File: config.mk
export PLATFORM = sky130hd
export DESIGN_NAME = input_to_evdev_translator
export DESIGN_NICKNAME = d
export VERILOG_FILES = /design/src/rtl/core/evtr_pkg.sv /design/src/rtl/core/input_to_evdev_translator.sv /design/src/rtl/core/evtr_fifo.sv /design/src/rtl/core/evtr_front.sv /design/src/rtl/core/evtr_axis_div.sv /design/src/rtl/core/evtr_back.sv
export SDC_FILE = /design/constraint.sdc
export NUM_CORES = 1
export LEC_CHECK = 0
export BUFFER_PORTS_ARGS = -buffer_cell sky130_fd_sc_hd__buf_4
export CAP_MARGIN = 20
export CORE_AREA = 2 2 244 126
export DETAILED_ROUTE_END_ITERATION = 16
export DIE_AREA = 0 0 246 128
export PLACE_DENSITY = 0.84
export SLEW_MARGIN = 20
export SYNTH_ARGS = -nofsm -noshare
export SYNTH_HDL_FRONTEND = slang
export SYNTH_SLANG_ARGS = --single-unit
export TNS_END_PERCENT = 10
File: constraint.sdc
create_clock -name clk -period 6.3 [get_ports clk]
set_clock_uncertainty 0.2 [all_clocks]
set_input_delay 1.575 -clock clk [delete_from_list [all_inputs] [get_ports clk]]
set_output_delay 1.575 -clock clk [all_outputs]
set_load 0.05 [all_outputs]
File: src/rtl/core/evtr_pkg.sv
`timescale 1ns / 1ps
// ----------------------------------------------------------------------------
// evtr_pkg
// Shared types, constants and the keycode table of the input to evdev
// translator.
// ----------------------------------------------------------------------------
package evtr_pkg;

    localparam int AXIS_W  = 16;
    localparam int KEY_W   = 7;
    localparam int CODE_W  = 9;
    localparam int VALUE_W = 17;
    localparam int WHEEL_W = 8;
    localparam int BTN_N   = 3;
    localparam int SCAN_W  = 16;

    localparam int CMD_DEPTH = 2;
    localparam int OUT_DEPTH = 2;

    localparam int DIV_CYCLES = AXIS_W / 2;
    localparam int DIV_CNT_W  = $clog2(DIV_CYCLES);

    localparam int ADDR_W = 3;
    localparam int DATA_W = 32;

    localparam logic REG_WIDTH  = 1'b0;
    localparam logic REG_HEIGHT = 1'b1;

    localparam logic REQ_KBD   = 1'b0;
    localparam logic REQ_MOUSE = 1'b1;

    localparam logic DEV_KBD = 1'b0;
    localparam logic DEV_PTR = 1'b1;

    localparam logic [1:0] EV_SYN = 2'd0;
    localparam logic [1:0] EV_KEY = 2'd1;
    localparam logic [1:0] EV_REL = 2'd2;
    localparam logic [1:0] EV_ABS = 2'd3;

    localparam logic [CODE_W-1:0] CODE_SYN_REPORT = 9'd0;
    localparam logic [CODE_W-1:0] CODE_ABS_X      = 9'd0;
    localparam logic [CODE_W-1:0] CODE_ABS_Y      = 9'd1;
    localparam logic [CODE_W-1:0] CODE_REL_WHEEL  = 9'd8;
    localparam logic [CODE_W-1:0] CODE_BTN_LEFT   = 9'h110;

    localparam logic [SCAN_W-1:0] LAST_DIRECT_KEY = 16'h0058;

    typedef struct packed {
        logic                        is_mouse;
        logic [KEY_W-1:0]            key_code;
        logic                        key_press;
        logic [AXIS_W-1:0]           pointer_x;
        logic [AXIS_W-1:0]           pointer_y;
        logic [BTN_N-1:0]            changed;
        logic [BTN_N-1:0]            buttons;
        logic signed [WHEEL_W-1:0]   wheel;
    } cmd_t;

    typedef struct packed {
        logic                        device_index;
        logic [1:0]                  event_type;
        logic [CODE_W-1:0]           event_code;
        logic signed [VALUE_W-1:0]   event_value;
        logic                        last_event;
    } out_word_t;

    typedef struct packed {
        logic              start;
        logic [AXIS_W-1:0] pos;
        logic [AXIS_W-1:0] size;
    } div_req_t;

    typedef struct packed {
        logic              done;
        logic [AXIS_W-1:0] quot;
    } div_rsp_t;

    // set-1 keycode to evdev key code, zero when unmapped
    function automatic logic [KEY_W-1:0] map_key(input logic [SCAN_W-1:0] code);
        logic [KEY_W-1:0] k;
        k = '0;
        if (code >= 16'd1 && code <= LAST_DIRECT_KEY)
        begin
            k = code[KEY_W-1:0];
        end
        else
        begin
            unique case (code)
                16'h0070: k = 7'd93;
                16'h0073: k = 7'd89;
                16'h0079: k = 7'd92;
                16'h007B: k = 7'd94;
                16'h007D: k = 7'd124;
                16'hE01C: k = 7'd96;
                16'hE01D: k = 7'd97;
                16'hE035: k = 7'd98;
                16'hE037: k = 7'd99;
                16'hE038: k = 7'd100;
                16'hE047: k = 7'd102;
                16'hE048: k = 7'd103;
                16'hE049: k = 7'd104;
                16'hE04B: k = 7'd105;
                16'hE04D: k = 7'd106;
                16'hE04F: k = 7'd107;
                16'hE050: k = 7'd108;
                16'hE051: k = 7'd109;
                16'hE052: k = 7'd110;
                16'hE053: k = 7'd111;
                16'hE05B: k = 7'd125;
                16'hE05C: k = 7'd126;
                16'hE05D: k = 7'd127;
                default:  k = '0;
            endcase
        end
        return k;
    endfunction

endpackage

File: src/rtl/core/input_to_evdev_translator.sv
`timescale 1ns / 1ps
// ----------------------------------------------------------------------------
// input_to_evdev_translator
// Translates keyboard and mouse words into runs of evdev event words.
//
//   channel   handshake                      payload
//   input     push / full                    req_type .. wheel_delta
//   result    empty / pop                    device_index .. last_event
//   config    psel penable pwrite pready     paddr, pwdata, prdata
//
// a mouse word waits in the back end on its two axis divisions,
// which run one after the other; a keyboard word needs no division
// an axis whose surface size is 0 or 1 skips its division
// reset clears queues, sequencer, divider and the stored button mask
// the command queue lets the front keep accepting while the back stalls on pop
// ----------------------------------------------------------------------------
module input_to_evdev_translator #(
    parameter int CMD_DEPTH = evtr_pkg::CMD_DEPTH,
    parameter int OUT_DEPTH = evtr_pkg::OUT_DEPTH
) (
    input  logic                                 clk,
    input  logic                                 rst_n,
    input  logic                                 push,
    output logic                                 full,
    input  logic                                 req_type,
    input  logic [evtr_pkg::SCAN_W-1:0]          scan_code,
    input  logic                                 key_press,
    input  logic [evtr_pkg::AXIS_W-1:0]          pointer_x,
    input  logic [evtr_pkg::AXIS_W-1:0]          pointer_y,
    input  logic [evtr_pkg::BTN_N-1:0]           button_mask,
    input  logic signed [evtr_pkg::WHEEL_W-1:0]  wheel_delta,
    output logic                                 empty,
    input  logic                                 pop,
    output logic                                 device_index,
    output logic [1:0]                           event_type,
    output logic [evtr_pkg::CODE_W-1:0]          event_code,
    output logic signed [evtr_pkg::VALUE_W-1:0]  event_value,
    output logic                                 last_event,
    input  logic                                 psel,
    input  logic                                 penable,
    input  logic                                 pwrite,
    input  logic [evtr_pkg::ADDR_W-1:0]          paddr,
    input  logic [evtr_pkg::DATA_W-1:0]          pwdata,
    output logic [evtr_pkg::DATA_W-1:0]          prdata,
    output logic                                 pready
);

    import evtr_pkg::*;

    logic [AXIS_W-1:0] surface_width_reg;
    logic [AXIS_W-1:0] surface_height_reg;

    logic      cmd_push;
    cmd_t      cmd_wr;
    cmd_t      cmd_rd;
    logic      cmd_full;
    logic      cmd_empty;
    logic      cmd_pop;
    logic      out_push;
    logic      out_full;
    out_word_t out_wr;
    out_word_t out_rd;
    logic      cfg_wr;
    logic      reg_sel;

    assign pready  = 1'b1;
    assign cfg_wr  = psel && penable && pwrite && pready;
    assign reg_sel = paddr[2];
    assign full    = cmd_full;

    always_comb
    begin
        prdata = '0;
        if (psel && !pwrite)
        begin
            unique case (reg_sel)
                REG_WIDTH:  prdata = {{(DATA_W - AXIS_W){1'b0}}, surface_width_reg};
                REG_HEIGHT: prdata = {{(DATA_W - AXIS_W){1'b0}}, surface_height_reg};
                default:    prdata = '0;
            endcase
        end
    end

    always_ff @(posedge clk or negedge rst_n)
    begin
        if (!rst_n)
        begin
            surface_width_reg  <= '0;
            surface_height_reg <= '0;
        end
        else if (cfg_wr)
        begin
            if (reg_sel == REG_WIDTH)
            begin
                surface_width_reg <= pwdata[AXIS_W-1:0];
            end
            else
            begin
                surface_height_reg <= pwdata[AXIS_W-1:0];
            end
        end
    end

    evtr_front u_front (
        .clk         (clk),
        .rst_n       (rst_n),
        .push        (push),
        .q_full      (cmd_full),
        .req_type    (req_type),
        .scan_code   (scan_code),
        .key_press   (key_press),
        .pointer_x   (pointer_x),
        .pointer_y   (pointer_y),
        .button_mask (button_mask),
        .wheel_delta (wheel_delta),
        .cmd_push    (cmd_push),
        .cmd         (cmd_wr)
    );

    evtr_fifo #(
        .WIDTH ($bits(cmd_t)),
        .DEPTH (CMD_DEPTH)
    ) u_cmd_q (
        .clk   (clk),
        .rst_n (rst_n),
        .push  (cmd_push),
        .wdata (cmd_wr),
        .full  (cmd_full),
        .pop   (cmd_pop),
        .rdata (cmd_rd),
        .empty (cmd_empty)
    );

    evtr_back u_back (
        .clk            (clk),
        .rst_n          (rst_n),
        .cmd_empty      (cmd_empty),
        .cmd_in         (cmd_rd),
        .cmd_pop        (cmd_pop),
        .surface_width  (surface_width_reg),
        .surface_height (surface_height_reg),
        .out_full       (out_full),
        .out_push       (out_push),
        .out_word       (out_wr)
    );

    evtr_fifo #(
        .WIDTH ($bits(out_word_t)),
        .DEPTH (OUT_DEPTH)
    ) u_out_q (
        .clk   (clk),
        .rst_n (rst_n),
        .push  (out_push),
        .wdata (out_wr),
        .full  (out_full),
        .pop   (pop),
        .rdata (out_rd),
        .empty (empty)
    );

    assign device_index = out_rd.device_index;
    assign event_type   = out_rd.event_type;
    assign event_code   = out_rd.event_code;
    assign event_value  = out_rd.event_value;
    assign last_event   = out_rd.last_event;

endmodule

File: src/rtl/core/evtr_fifo.sv
`timescale 1ns / 1ps
// ----------------------------------------------------------------------------
// evtr_fifo
// Small register queue used between front and back end and at the output.
// ----------------------------------------------------------------------------
module evtr_fifo #(
    parameter int WIDTH = 8,
    parameter int DEPTH = 2
) (
    input  logic             clk,
    input  logic             rst_n,
    input  logic             push,
    input  logic [WIDTH-1:0] wdata,
    output logic             full,
    input  logic             pop,
    output logic [WIDTH-1:0] rdata,
    output logic             empty
);

    localparam int PTR_W = (DEPTH > 1) ? $clog2(DEPTH) : 1;
    localparam int CNT_W = $clog2(DEPTH + 1);
    localparam logic [PTR_W-1:0] PTR_LAST = PTR_W'(DEPTH - 1);

    logic [WIDTH-1:0] mem_reg [DEPTH];
    logic [PTR_W-1:0] wr_ptr_reg;
    logic [PTR_W-1:0] rd_ptr_reg;
    logic [CNT_W-1:0] count_reg;
    logic             do_push;
    logic             do_pop;

    assign full    = (count_reg == CNT_W'(DEPTH));
    assign empty   = (count_reg == '0);
    assign do_push = push && !full;
    assign do_pop  = pop && !empty;
    assign rdata   = mem_reg[rd_ptr_reg];

    always_ff @(posedge clk)
    begin
        if (do_push)
        begin
            mem_reg[wr_ptr_reg] <= wdata;
        end
    end

    always_ff @(posedge clk or negedge rst_n)
    begin
        if (!rst_n)
        begin
            wr_ptr_reg <= '0;
            rd_ptr_reg <= '0;
            count_reg  <= '0;
        end
        else
        begin
            if (do_push)
            begin
                wr_ptr_reg <= (wr_ptr_reg == PTR_LAST) ? '0 : wr_ptr_reg + 1'b1;
            end
            if (do_pop)
            begin
                rd_ptr_reg <= (rd_ptr_reg == PTR_LAST) ? '0 : rd_ptr_reg + 1'b1;
            end
            if (do_push && !do_pop)
            begin
                count_reg <= count_reg + 1'b1;
            end
            else if (do_pop && !do_push)
            begin
                count_reg <= count_reg - 1'b1;
            end
        end
    end

endmodule

File: src/rtl/core/evtr_front.sv
`timescale 1ns / 1ps
// ----------------------------------------------------------------------------
// evtr_front
// Accepts input words, translates keycodes, tracks the button mask and
// queues a command for each word that produces events.
// ----------------------------------------------------------------------------
module evtr_front (
    input  logic                              clk,
    input  logic                              rst_n,
    input  logic                              push,
    input  logic                              q_full,
    input  logic                              req_type,
    input  logic [evtr_pkg::SCAN_W-1:0]       scan_code,
    input  logic                              key_press,
    input  logic [evtr_pkg::AXIS_W-1:0]       pointer_x,
    input  logic [evtr_pkg::AXIS_W-1:0]       pointer_y,
    input  logic [evtr_pkg::BTN_N-1:0]        button_mask,
    input  logic signed [evtr_pkg::WHEEL_W-1:0] wheel_delta,
    output logic                              cmd_push,
    output evtr_pkg::cmd_t                    cmd
);

    import evtr_pkg::*;

    logic [BTN_N-1:0] prev_buttons_reg;
    logic [KEY_W-1:0] key_code;
    logic             accept;
    logic             is_mouse;

    assign is_mouse = (req_type == REQ_MOUSE);
    assign key_code = map_key(scan_code);
    assign accept   = push && !q_full;
    assign cmd_push = accept && (is_mouse || key_code != '0);

    always_comb
    begin
        cmd.is_mouse  = is_mouse;
        cmd.key_code  = key_code;
        cmd.key_press = key_press;
        cmd.pointer_x = pointer_x;
        cmd.pointer_y = pointer_y;
        cmd.changed   = button_mask ^ prev_buttons_reg;
        cmd.buttons   = button_mask;
        cmd.wheel     = wheel_delta;
    end

    always_ff @(posedge clk or negedge rst_n)
    begin
        if (!rst_n)
        begin
            prev_buttons_reg <= '0;
        end
        else if (accept && is_mouse)
        begin
            prev_buttons_reg <= button_mask;
        end
    end

endmodule

File: src/rtl/core/evtr_axis_div.sv
`timescale 1ns / 1ps
// ----------------------------------------------------------------------------
// evtr_axis_div
// Axis scaler: clamps the position and computes pos * 65535 / (size - 1)
// with a restoring divider retiring two quotient bits per cycle (zero for size 0 or 1).
// ----------------------------------------------------------------------------
module evtr_axis_div (
    input  logic               clk,
    input  logic               rst_n,
    input  evtr_pkg::div_req_t req,
    output evtr_pkg::div_rsp_t rsp
);

    import evtr_pkg::*;

    logic [AXIS_W-1:0]    rem_reg;
    logic [AXIS_W-1:0]    lo_reg;
    logic [AXIS_W-1:0]    d_reg;
    logic [DIV_CNT_W-1:0] cnt_reg;
    logic                 busy_reg;
    logic                 done_reg;

    logic [AXIS_W-1:0]   d_start;
    logic [AXIS_W-1:0]   p_start;
    logic [2*AXIS_W-1:0] num;
    logic                tiny;
    logic [AXIS_W:0]     s1;
    logic [AXIS_W:0]     s2;

    function automatic logic [AXIS_W:0] div_step(input logic [AXIS_W-1:0] rem,
                                                 input logic bit_in,
                                                 input logic [AXIS_W-1:0] d);
        logic [AXIS_W:0] r2;
        logic [AXIS_W:0] diff;
        r2   = {rem, bit_in};
        diff = r2 - {1'b0, d};
        if (r2 >= {1'b0, d})
        begin
            return {1'b1, diff[AXIS_W-1:0]};
        end
        return {1'b0, r2[AXIS_W-1:0]};
    endfunction

    assign tiny    = (req.size[AXIS_W-1:1] == '0);
    assign d_start = req.size - 1'b1;
    assign p_start = (req.pos >= req.size) ? d_start : req.pos;
    assign num     = {p_start, {AXIS_W{1'b0}}} - {{AXIS_W{1'b0}}, p_start};

    assign s1 = div_step(rem_reg, lo_reg[AXIS_W-1], d_reg);
    assign s2 = div_step(s1[AXIS_W-1:0], lo_reg[AXIS_W-2], d_reg);

    assign rsp.done = done_reg;
    assign rsp.quot = lo_reg;

    always_ff @(posedge clk)
    begin
        if (req.start)
        begin
            d_reg   <= d_start;
            rem_reg <= tiny ? '0 : num[2*AXIS_W-1:AXIS_W];
            lo_reg  <= tiny ? '0 : num[AXIS_W-1:0];
        end
        else if (busy_reg)
        begin
            rem_reg <= s2[AXIS_W-1:0];
            lo_reg  <= {lo_reg[AXIS_W-3:0], s1[AXIS_W], s2[AXIS_W]};
        end
    end

    always_ff @(posedge clk or negedge rst_n)
    begin
        if (!rst_n)
        begin
            busy_reg <= 1'b0;
            done_reg <= 1'b0;
            cnt_reg  <= '0;
        end
        else
        begin
            done_reg <= 1'b0;
            if (req.start)
            begin
                busy_reg <= !tiny;
                done_reg <= tiny;
                cnt_reg  <= DIV_CNT_W'(DIV_CYCLES - 1);
            end
            else if (busy_reg)
            begin
                cnt_reg <= cnt_reg - 1'b1;
                if (cnt_reg == '0)
                begin
                    busy_reg <= 1'b0;
                    done_reg <= 1'b1;
                end
            end
        end
    end

endmodule

File: src/rtl/core/evtr_back.sv
`timescale 1ns / 1ps
// ----------------------------------------------------------------------------
// evtr_back
// Sequencer that turns one queued command into its run of evdev words.
// ----------------------------------------------------------------------------
module evtr_back (
    input  logic                         clk,
    input  logic                         rst_n,
    input  logic                         cmd_empty,
    input  evtr_pkg::cmd_t               cmd_in,
    output logic                         cmd_pop,
    input  logic [evtr_pkg::AXIS_W-1:0]  surface_width,
    input  logic [evtr_pkg::AXIS_W-1:0]  surface_height,
    input  logic                         out_full,
    output logic                         out_push,
    output evtr_pkg::out_word_t          out_word
);

    import evtr_pkg::*;

    typedef enum logic [3:0] {
        S_IDLE,
        S_KEY,
        S_KSYNC,
        S_XSTART,
        S_XWAIT,
        S_XEMIT,
        S_YSTART,
        S_YWAIT,
        S_YEMIT,
        S_BTN,
        S_WHEEL,
        S_MSYNC
    } state_t;

    state_t           state_reg;
    cmd_t             cmd_reg;
    logic [BTN_N-1:0] pend_reg;

    div_req_t   div_req;
    div_rsp_t   div_rsp;
    logic [1:0] btn_idx;
    logic       emit;
    logic       step;

    evtr_axis_div u_div (
        .clk   (clk),
        .rst_n (rst_n),
        .req   (div_req),
        .rsp   (div_rsp)
    );

    assign btn_idx = pend_reg[0] ? 2'd0 : (pend_reg[1] ? 2'd1 : 2'd2);
    assign cmd_pop = (state_reg == S_IDLE) && !cmd_empty;

    always_comb
    begin
        div_req.start = (state_reg == S_XSTART) || (state_reg == S_YSTART);
        div_req.pos   = (state_reg == S_YSTART) ? cmd_reg.pointer_y : cmd_reg.pointer_x;
        div_req.size  = (state_reg == S_YSTART) ? surface_height : surface_width;
    end

    always_comb
    begin
        emit                  = 1'b0;
        out_word.device_index = DEV_PTR;
        out_word.event_type   = EV_SYN;
        out_word.event_code   = CODE_SYN_REPORT;
        out_word.event_value  = '0;
        out_word.last_event   = 1'b0;
        unique case (state_reg)
            S_KEY:
            begin
                emit                  = 1'b1;
                out_word.device_index = DEV_KBD;
                out_word.event_type   = EV_KEY;
                out_word.event_code   = {{(CODE_W - KEY_W){1'b0}}, cmd_reg.key_code};
                out_word.event_value  = {{(VALUE_W - 1){1'b0}}, cmd_reg.key_press};
            end
            S_KSYNC:
            begin
                emit                  = 1'b1;
                out_word.device_index = DEV_KBD;
                out_word.last_event   = 1'b1;
            end
            S_XEMIT:
            begin
                emit                 = 1'b1;
                out_word.event_type  = EV_ABS;
                out_word.event_code  = CODE_ABS_X;
                out_word.event_value = {1'b0, div_rsp.quot};
            end
            S_YEMIT:
            begin
                emit                 = 1'b1;
                out_word.event_type  = EV_ABS;
                out_word.event_code  = CODE_ABS_Y;
                out_word.event_value = {1'b0, div_rsp.quot};
            end
            S_BTN:
            begin
                emit                 = (pend_reg != '0);
                out_word.event_type  = EV_KEY;
                out_word.event_code  = CODE_BTN_LEFT + {{(CODE_W - 2){1'b0}}, btn_idx};
                out_word.event_value = {{(VALUE_W - 1){1'b0}}, cmd_reg.buttons[btn_idx]};
            end
            S_WHEEL:
            begin
                emit                 = (cmd_reg.wheel != '0);
                out_word.event_type  = EV_REL;
                out_word.event_code  = CODE_REL_WHEEL;
                out_word.event_value = {{(VALUE_W - WHEEL_W){cmd_reg.wheel[WHEEL_W-1]}},
                                        cmd_reg.wheel};
            end
            S_MSYNC:
            begin
                emit                = 1'b1;
                out_word.last_event = 1'b1;
            end
            default:
            begin
                emit = 1'b0;
            end
        endcase
    end

    assign out_push = emit && !out_full;
    assign step     = !emit || !out_full;

    always_ff @(posedge clk or negedge rst_n)
    begin
        if (!rst_n)
        begin
            state_reg <= S_IDLE;
            cmd_reg   <= '0;
            pend_reg  <= '0;
        end
        else
        begin
            unique case (state_reg)
                S_IDLE:
                begin
                    if (!cmd_empty)
                    begin
                        cmd_reg   <= cmd_in;
                        pend_reg  <= cmd_in.changed;
                        state_reg <= cmd_in.is_mouse ? S_XSTART : S_KEY;
                    end
                end
                S_KEY:    if (step) state_reg <= S_KSYNC;
                S_KSYNC:  if (step) state_reg <= S_IDLE;
                S_XSTART: state_reg <= S_XWAIT;
                S_XWAIT:  if (div_rsp.done) state_reg <= S_XEMIT;
                S_XEMIT:  if (step) state_reg <= S_YSTART;
                S_YSTART: state_reg <= S_YWAIT;
                S_YWAIT:  if (div_rsp.done) state_reg <= S_YEMIT;
                S_YEMIT:  if (step) state_reg <= S_BTN;
                S_BTN:
                begin
                    if (pend_reg == '0)
                    begin
                        state_reg <= S_WHEEL;
                    end
                    else if (step)
                    begin
                        pend_reg <= pend_reg & ~BTN_N'(3'b001 << btn_idx);
                    end
                end
                S_WHEEL:  if (step) state_reg <= S_MSYNC;
                S_MSYNC:  if (step) state_reg <= S_IDLE;
                default:  state_reg <= S_IDLE;
            endcase
        end
    end

endmodule

==> reports/results.tsv, run 1 <==
metric	value	unit
rrSetupSlack	0.39	ns
gr-total-overflow	0	
die_x	246	µm
antennaDiodeCount	0	
cap_violations	0	
critPathRequiredTime	6.35	ns
wl_per_cell	21.0	µm
ys_types	88	
synth_area	0.0174	mm²
tritoncts	done	
yosysWarnings	0	
grt_first_pass_wirelength	68300	µm
hold_path_class	reg -> reg	
drt_iter0_markers	1520	
syn_area_per_cell	11.2	µm²
ys_top_cells_by_area	edfxtp_1 (37%), dfrtp_1 (15%), mux2i_1 (6.4%)	
cts_root_buf	clkbuf_16	
drtPass1Iterations	5	
wirelength	44300	µm
cts_buffers	28	
worst_path_max_delay_cell	and4bb_2	
num_vias	12800	
rr_worst_depth	17	
max-clock-path-buffers	3	
async_reset_ff_frac	0.329	
hp-start	u_back.cmd_reg[53]$_DFFE_PN0P_	
die_area	0.0315	mm²
critPathArrivalTime	5.96	ns
areaGrowthSynthToFinish	13.6	%
gp_congestion	1.00	
reg2reg_from	u_back.state_reg[2]$_DFFE_PN0P_	
antenna_left	0	
clk_latency	0.57	ns
initial_core_util	0.589	
start_kind	flip-flop	
path_class	reg -> reg	
synth_edf_count	216	
nets	1844	
status	finished clean	
io_pins	168	
clk_pin_slew	0.07	ns
drt_drc_violations_left	0	
ctsHtreeMaxLevel	1	
crit_chain	and4bb_2, mux2_2, inv_1, ha_1, a21o_1, a21oi_1, o221ai_1, a21o_1, a21o_1, o21ai_0, inv_1, ha_1, a21boi_1, a31o_2, nor3_1, xnor2_1, o22ai_1	
ys_seq_area_frac	0.525	
num_rows	45	
nFillCells	2207	
ys_ff_latch	322	
fin_area	0.0198	mm²
yosysTopAreaCell	edfxtp_1	
relSlewSlack	0.316	
worstPathMaxFanout	28	
antenna_found_initial	0	
routed_via_density	6.07	
cts.sinks	322	
place_area	0.0188	mm²
finalCritPeriodShare	0.938	
whs	0.284	ns
rsz0062_at_grt	no	
die_h	128	µm
synth_top_area_share	0.372	
tns	0	ns
layout-drive-gt1-share	0.185	
synthCells	1562	
dp_hpwl	32500	µm
port_buffers	131	
hold_end	u_back.cmd_reg[53]$_DFFE_PN0P_	
largest_reg_flops	110	
r2r_end	u_back.u_div.rem_reg[14]$_DFFE_PP_	
fin_crit	5.91	ns
max_stage_delay	0.86	ns
whs_path_depth	2	
cts_setup_buffers	0	
crit_top_cell	a21o_1	
cp-end-kind	flip-flop	
max_freq	169	MHz
setup_viol	0	
slew_violations	0	
grt_pass1_vias	12000	
final_util	0.670	
track_usage	0.281	
grt_max_degree	91	
max_slew.worst_pin.slew	1.01	ns
ys.flop_type	edfxtp_1	
coreArea	0.0296	mm²
hold_viol	0	
-- worst max-delay path by stage --
stage / from / slack, ns / to / cells past startpoint
after global routing: u_back.state_reg[2]$_DFFE_PN0P_ / 0.07 / u_back.u_div.rem_reg[14]$_DFFE_PP_ / 17
after global placement: u_back.state_reg[2]$_DFFE_PN0P_ / 0.67 / u_back.u_div.rem_reg[14]$_DFFE_PP_ / 17
final: u_back.state_reg[2]$_DFFE_PN0P_ / 0.39 / u_back.u_div.rem_reg[14]$_DFFE_PP_ / 17
after CTS: u_back.u_div.rem_reg[11]$_DFFE_PP_ / 0.49 / u_back.u_div.rem_reg[15]$_DFFE_PP_ / 19
after floorplan: scan_code[8] / -0.52 / u_cmd_q.mem_reg[0][0]$_DFFE_PP_ / 10
after detailed placement: u_back.u_div.d_reg[6]$_DFFE_PN_ / 0.52 / u_back.u_div.rem_reg[15]$_DFFE_PP_ / 19
-- kinds of logic after synthesis --
logic type | Yosys count | share of synthesized area
xor gates and xnor gates | 78 | 0.0401
adders and majority gates | 56 | 0.0411
DFF | 322 | 0.525
other | 2 | 0.000431
and+or+nand+nor | 435 | 0.119
buffers and inverters | 149 | 0.0384
AOI/OAI and AO/OA | 331 | 0.122
muxes | 189 | 0.115
-- metrics by stage --
step | std cells | setup slack [ns]
2_1_floorplan | 1578 | -0.523
3_3_place_gp | 2054 | 0.672
3_5_place_dp | 2054 | 0.517
4_1_cts | 2106 | 0.490
5_1_grt | 2106 | 0.0650
6_report | 2106 | 0.393
-- cell type report --
class,instances,area (µm²),share of cell area
clock buffers,34,744,0.0376
flip-flops and latches,322,9140,0.462
well taps,399,499,0.0252
multi-input cells,1107,7700,0.389
repair buffers,165,1250,0.0632
clock inverters,18,230,0.0116
inverters,61,229,0.0116
-- layer usage --
layer,track usage,wire (µm),share of wire
met3,0.0779,4900,0.11
met4,0.0403,586,0.013
met2,0.386,18000,0.41
met1,0.448,20800,0.47
met5,0,0,0
-- placed cells by master (no fill, tap or decap), types with 12 or more instances in the layout --
cell type    n
nor2b_1     19
o22ai_1     21
a21o_1      24
or3_1       13
o21a_1      12
xnor2_1     45
nand2b_1    12
mux2_2      74
conb_1      18
nor2_1      94
ha_1        54
nand2_1    175
mux2i_1    111
nor4_1      14
o21ai_0    121
inv_1       61
a21oi_1     61
dfrtp_1    104
nand3_1     17
buf_4      164
clkbuf_16   29
edfxtp_1   216
xor2_1      31
nor3_1      30
-- synth_stat cells (19+ instances only) --
library cell	number
xnor2_1	45
a21o_1	24
nor2b_1	19
a21oi_1	61
buf_4	21
dfrtp_1	106
inv_1	61
mux2_2	74
nor3_1	30
mux2i_1	111
nor2_1	97
o21ai_0	121
nand2_1	175
o22ai_1	21
ha_1	54
xor2_1	31
clkbuf_1	51
edfxtp_1	216
-- worst max-delay path, delay by kind of cell, from the launching register on --
kind                     cells  cell delay [ns]
AO/OA/AOI/OAI                9             2.32
XOR/XNOR                     1             0.22
adder cells (fa/ha/maj)      2             0.52
buffers and inverters        2             0.28
flip-flops                   1             0.51
multiplexers                 1             0.46
AND/OR/NAND/NOR              2             1.07
-- what timing repair did --
action,CTS,global route
setup endpoints to repair,0,16
hold buffers,0,0
resized for setup,0,1
Power of run 1 is left out: the tool's default activity adds up to more than one toggle a clock period on the data nets, which glitch-free logic cannot reach.
==> run 2, diff against run 1 <==
Settings changed: CORE_AREA 2 2 244 126 to 2 2 235 121, DIE_AREA 0 0 246 128 to 0 0 237 123, PLACE_DENSITY 0.84 to 0.9, SKIP_LAST_GASP set to 1.
Clock period 6.3 ns to 7.6 ns, I/O delays scaled along.
==> run 2 against run 1 <==
  * Maximum frequency is 12% lower
  * Critical path depth is the same
  * Final area is 0.35% lower
  * Via count up 2.2%
  * Global-route usage grew 2.3 points
  * Sequential cell count unchanged
  * Highest routed layer unchanged
  * Hold slack got worse by 0.0017 ns
  * Clock-buffer cell count down 4
  * Core utilization rose by 5.6 points
  * Sequential share of layout area rose by 0.16 points
  * Worst setup slack better by 0.50 ns
==> reports/results.tsv, run 2 (synthesis gave the netlist of run 1 again) <==
metric	value	unit	change
status	finished clean		
path_class	reg -> reg		
track_usage	0.304		+0.0233
die_area	0.0292	mm²	-7.4%
cts_root_buf	clkbuf_16		
place_ws	1.27	ns	+0.755 ns
initial_core_util	0.641		+0.0518
rsz0062_at_grt	no		
hold_buffers	0		unchanged
grt_max_degree	86		-5.5%
max-clock-path-buffers	3		unchanged
grt_pass1_vias	12000		+0.38%
num_vias	13100		+2.2%
most-common-layout-cells	edfxtp_1 (216), nand2_1 (175), buf_4 (157)		
num_rows	43		-4.4%
worstPathMaxFanout	24		-14%
cts_setup_buffers	0		unchanged
critPathArrivalTime	6.76	ns	+0.80 ns
drtPass1Iterations	6		+1
whs_path_depth	2		unchanged
areaGrowthSynthToFinish	13.2	%	
relSlewSlack	0.254		-0.0619
start_kind	flip-flop		
hp-start	u_back.cmd_reg[52]$_DFFE_PN0P_		
hold_viol	0		unchanged
gr-total-overflow	0		unchanged
cap_violations	0		unchanged
antennaDiodeCount	0		unchanged
reg2reg_from	u_back.state_reg[1]$_DFFE_PN0P_		
clk_pin_slew	0.07	ns	about the same
wl_per_cell	21.8	µm	+3.7%
clk_latency	0.57	ns	about the same
nFillCells	1835		-17%
r2r_end	u_back.u_div.rem_reg[14]$_DFFE_PP_		
worst_slack	0.890	ns	+0.498 ns
wirelength	44900	µm	+1.4%
die_x	237	µm	-3.7%
max_slew.worst_pin.slew	1.10	ns	+0.0914 ns
finalCritPeriodShare	0.883		-0.0548
final_common_cell	edfxtp_1		
max_freq	149	MHz	-12%
hold_end	u_back.cmd_reg[52]$_DFFE_PN0P_		
grt_first_pass_wirelength	68400	µm	+0.17%
antenna_left	0		unchanged
ctsHtreeMaxLevel	1		unchanged
largest_reg_flops	110		unchanged
cts_buffers	28		unchanged
critPathRequiredTime	7.65	ns	+1.30 ns
dp_hpwl	32400	µm	-0.33%
hold_path_class	reg -> reg		
tns	0	ns	unchanged
rrSetupSlack	0.89	ns	+0.50 ns
tritoncts	done		
rr_worst_depth	17		unchanged
slew_violations	0		unchanged
port_buffers	131		unchanged
drt_drc_violations_left	0		unchanged
cts.sinks	322		unchanged
drt_iter0_markers	1855		+22%
cp-end-kind	flip-flop		
cts-resized-gates	0		unchanged
gp_congestion	0.978		-2.6%
routed_via_density	6.35		+4.5%
fin_crit	6.71	ns	+0.802 ns
io_pins	168		unchanged
nets	1836		-0.43%
coreArea	0.0272	mm²	-8.1%
layout-drive-gt1-share	0.182		-0.00207
setup_viol	0		unchanged
antenna_found_initial	0		unchanged
die_h	123	µm	-3.9%
run 2: cell types whose count changed in the layout (fill, tap and decap cells not counted), moves of 2 or more:
cell,change
buf_4,-7
clkinv_2,+3
inv_6,+2
bufinv_16,+2
clkinv_4,-2
clkbuf_1,-4
run 2: area by class of cell:
| cell class | instances | area [µm²] | area share |
|---|---|---|---|
| flip-flops and latches | 322 | 9140 | 0.463 |
| multi-input cells | 1107 | 7690 | 0.390 |
| repair buffers | 157 | 1180 | 0.0598 |
| clock buffers | 30 | 729 | 0.0370 |
| well taps | 360 | 450 | 0.0228 |
| clock inverters | 22 | 302 | 0.0153 |
| inverters | 61 | 229 | 0.0116 |
run 2: critical path, stage by stage (launching register included):
cell and delay (ns):
dfrtp_1 0.70, and4bb_2 0.85, mux2i_1 0.51, ha_1 0.33, a21o_1 0.19, a2111oi_0 0.51
a21oi_1 0.14, o21a_1 0.23, a21o_1 0.42, buf_4 0.29, o21ai_0 0.46, inv_1 0.16
ha_1 0.26, a21boi_1 0.17, a31o_2 0.35, nor3_1 0.22, xnor2_1 0.23, o22ai_1 0.15
run 2: how the worst max path moves through the flow:
stage	cells past startpoint	endpoint	slack, ns	from
finish	17	u_back.u_div.rem_reg[14]$_DFFE_PP_	0.89	u_back.state_reg[1]$_DFFE_PN0P_
global route	17	u_back.u_div.rem_reg[14]$_DFFE_PP_	0.65	u_back.state_reg[1]$_DFFE_PN0P_
CTS	17	u_back.u_div.rem_reg[14]$_DFFE_PP_	1.15	u_back.state_reg[1]$_DFFE_PN0P_
detailed placement	17	u_back.u_div.rem_reg[14]$_DFFE_PP_	1.27	u_back.state_reg[1]$_DFFE_PN0P_
global placement	18	u_back.u_div.rem_reg[14]$_DFFE_PP_	1.36	u_back.state_reg[1]$_DFFE_PN0P_
floorplan	10	u_cmd_q.mem_reg[0][0]$_DFFE_PP_	0.45	scan_code[8]
run 2: routing by layer:
layer / global-route usage / vias to the layer above / routed length (µm) / share of wire
met2: 0.431 / 786 / 18400 / 0.41
met4: 0.0498 / 0 / 676 / 0.015
met1: 0.486 / 6311 / 20500 / 0.46
met5: 0 / - / 0 / 0
li1: - / 5913 / - / -
met3: 0.0661 / 63 / 5320 / 0.12
run 2: metrics by stage:
| stage | utilization | hold WS [ns] | std cells | cell area, µm² |
|---|---|---|---|---|
| 6_report | 0.726 | 0.282 | 2059 | 19700 |
| 5_1_grt | 0.726 | 0.307 | 2059 | 19700 |
| 4_1_cts | 0.726 | 0.279 | 2058 | 19700 |
| 3_5_place_dp | 0.688 | 0.262 | 2006 | 18700 |
| 3_3_place_gp | 0.688 | 0.256 | 2006 | 18700 |
| 2_1_floorplan | - | 0.242 | 1578 | 17500 |
Power of run 2 is left out for the same reason.
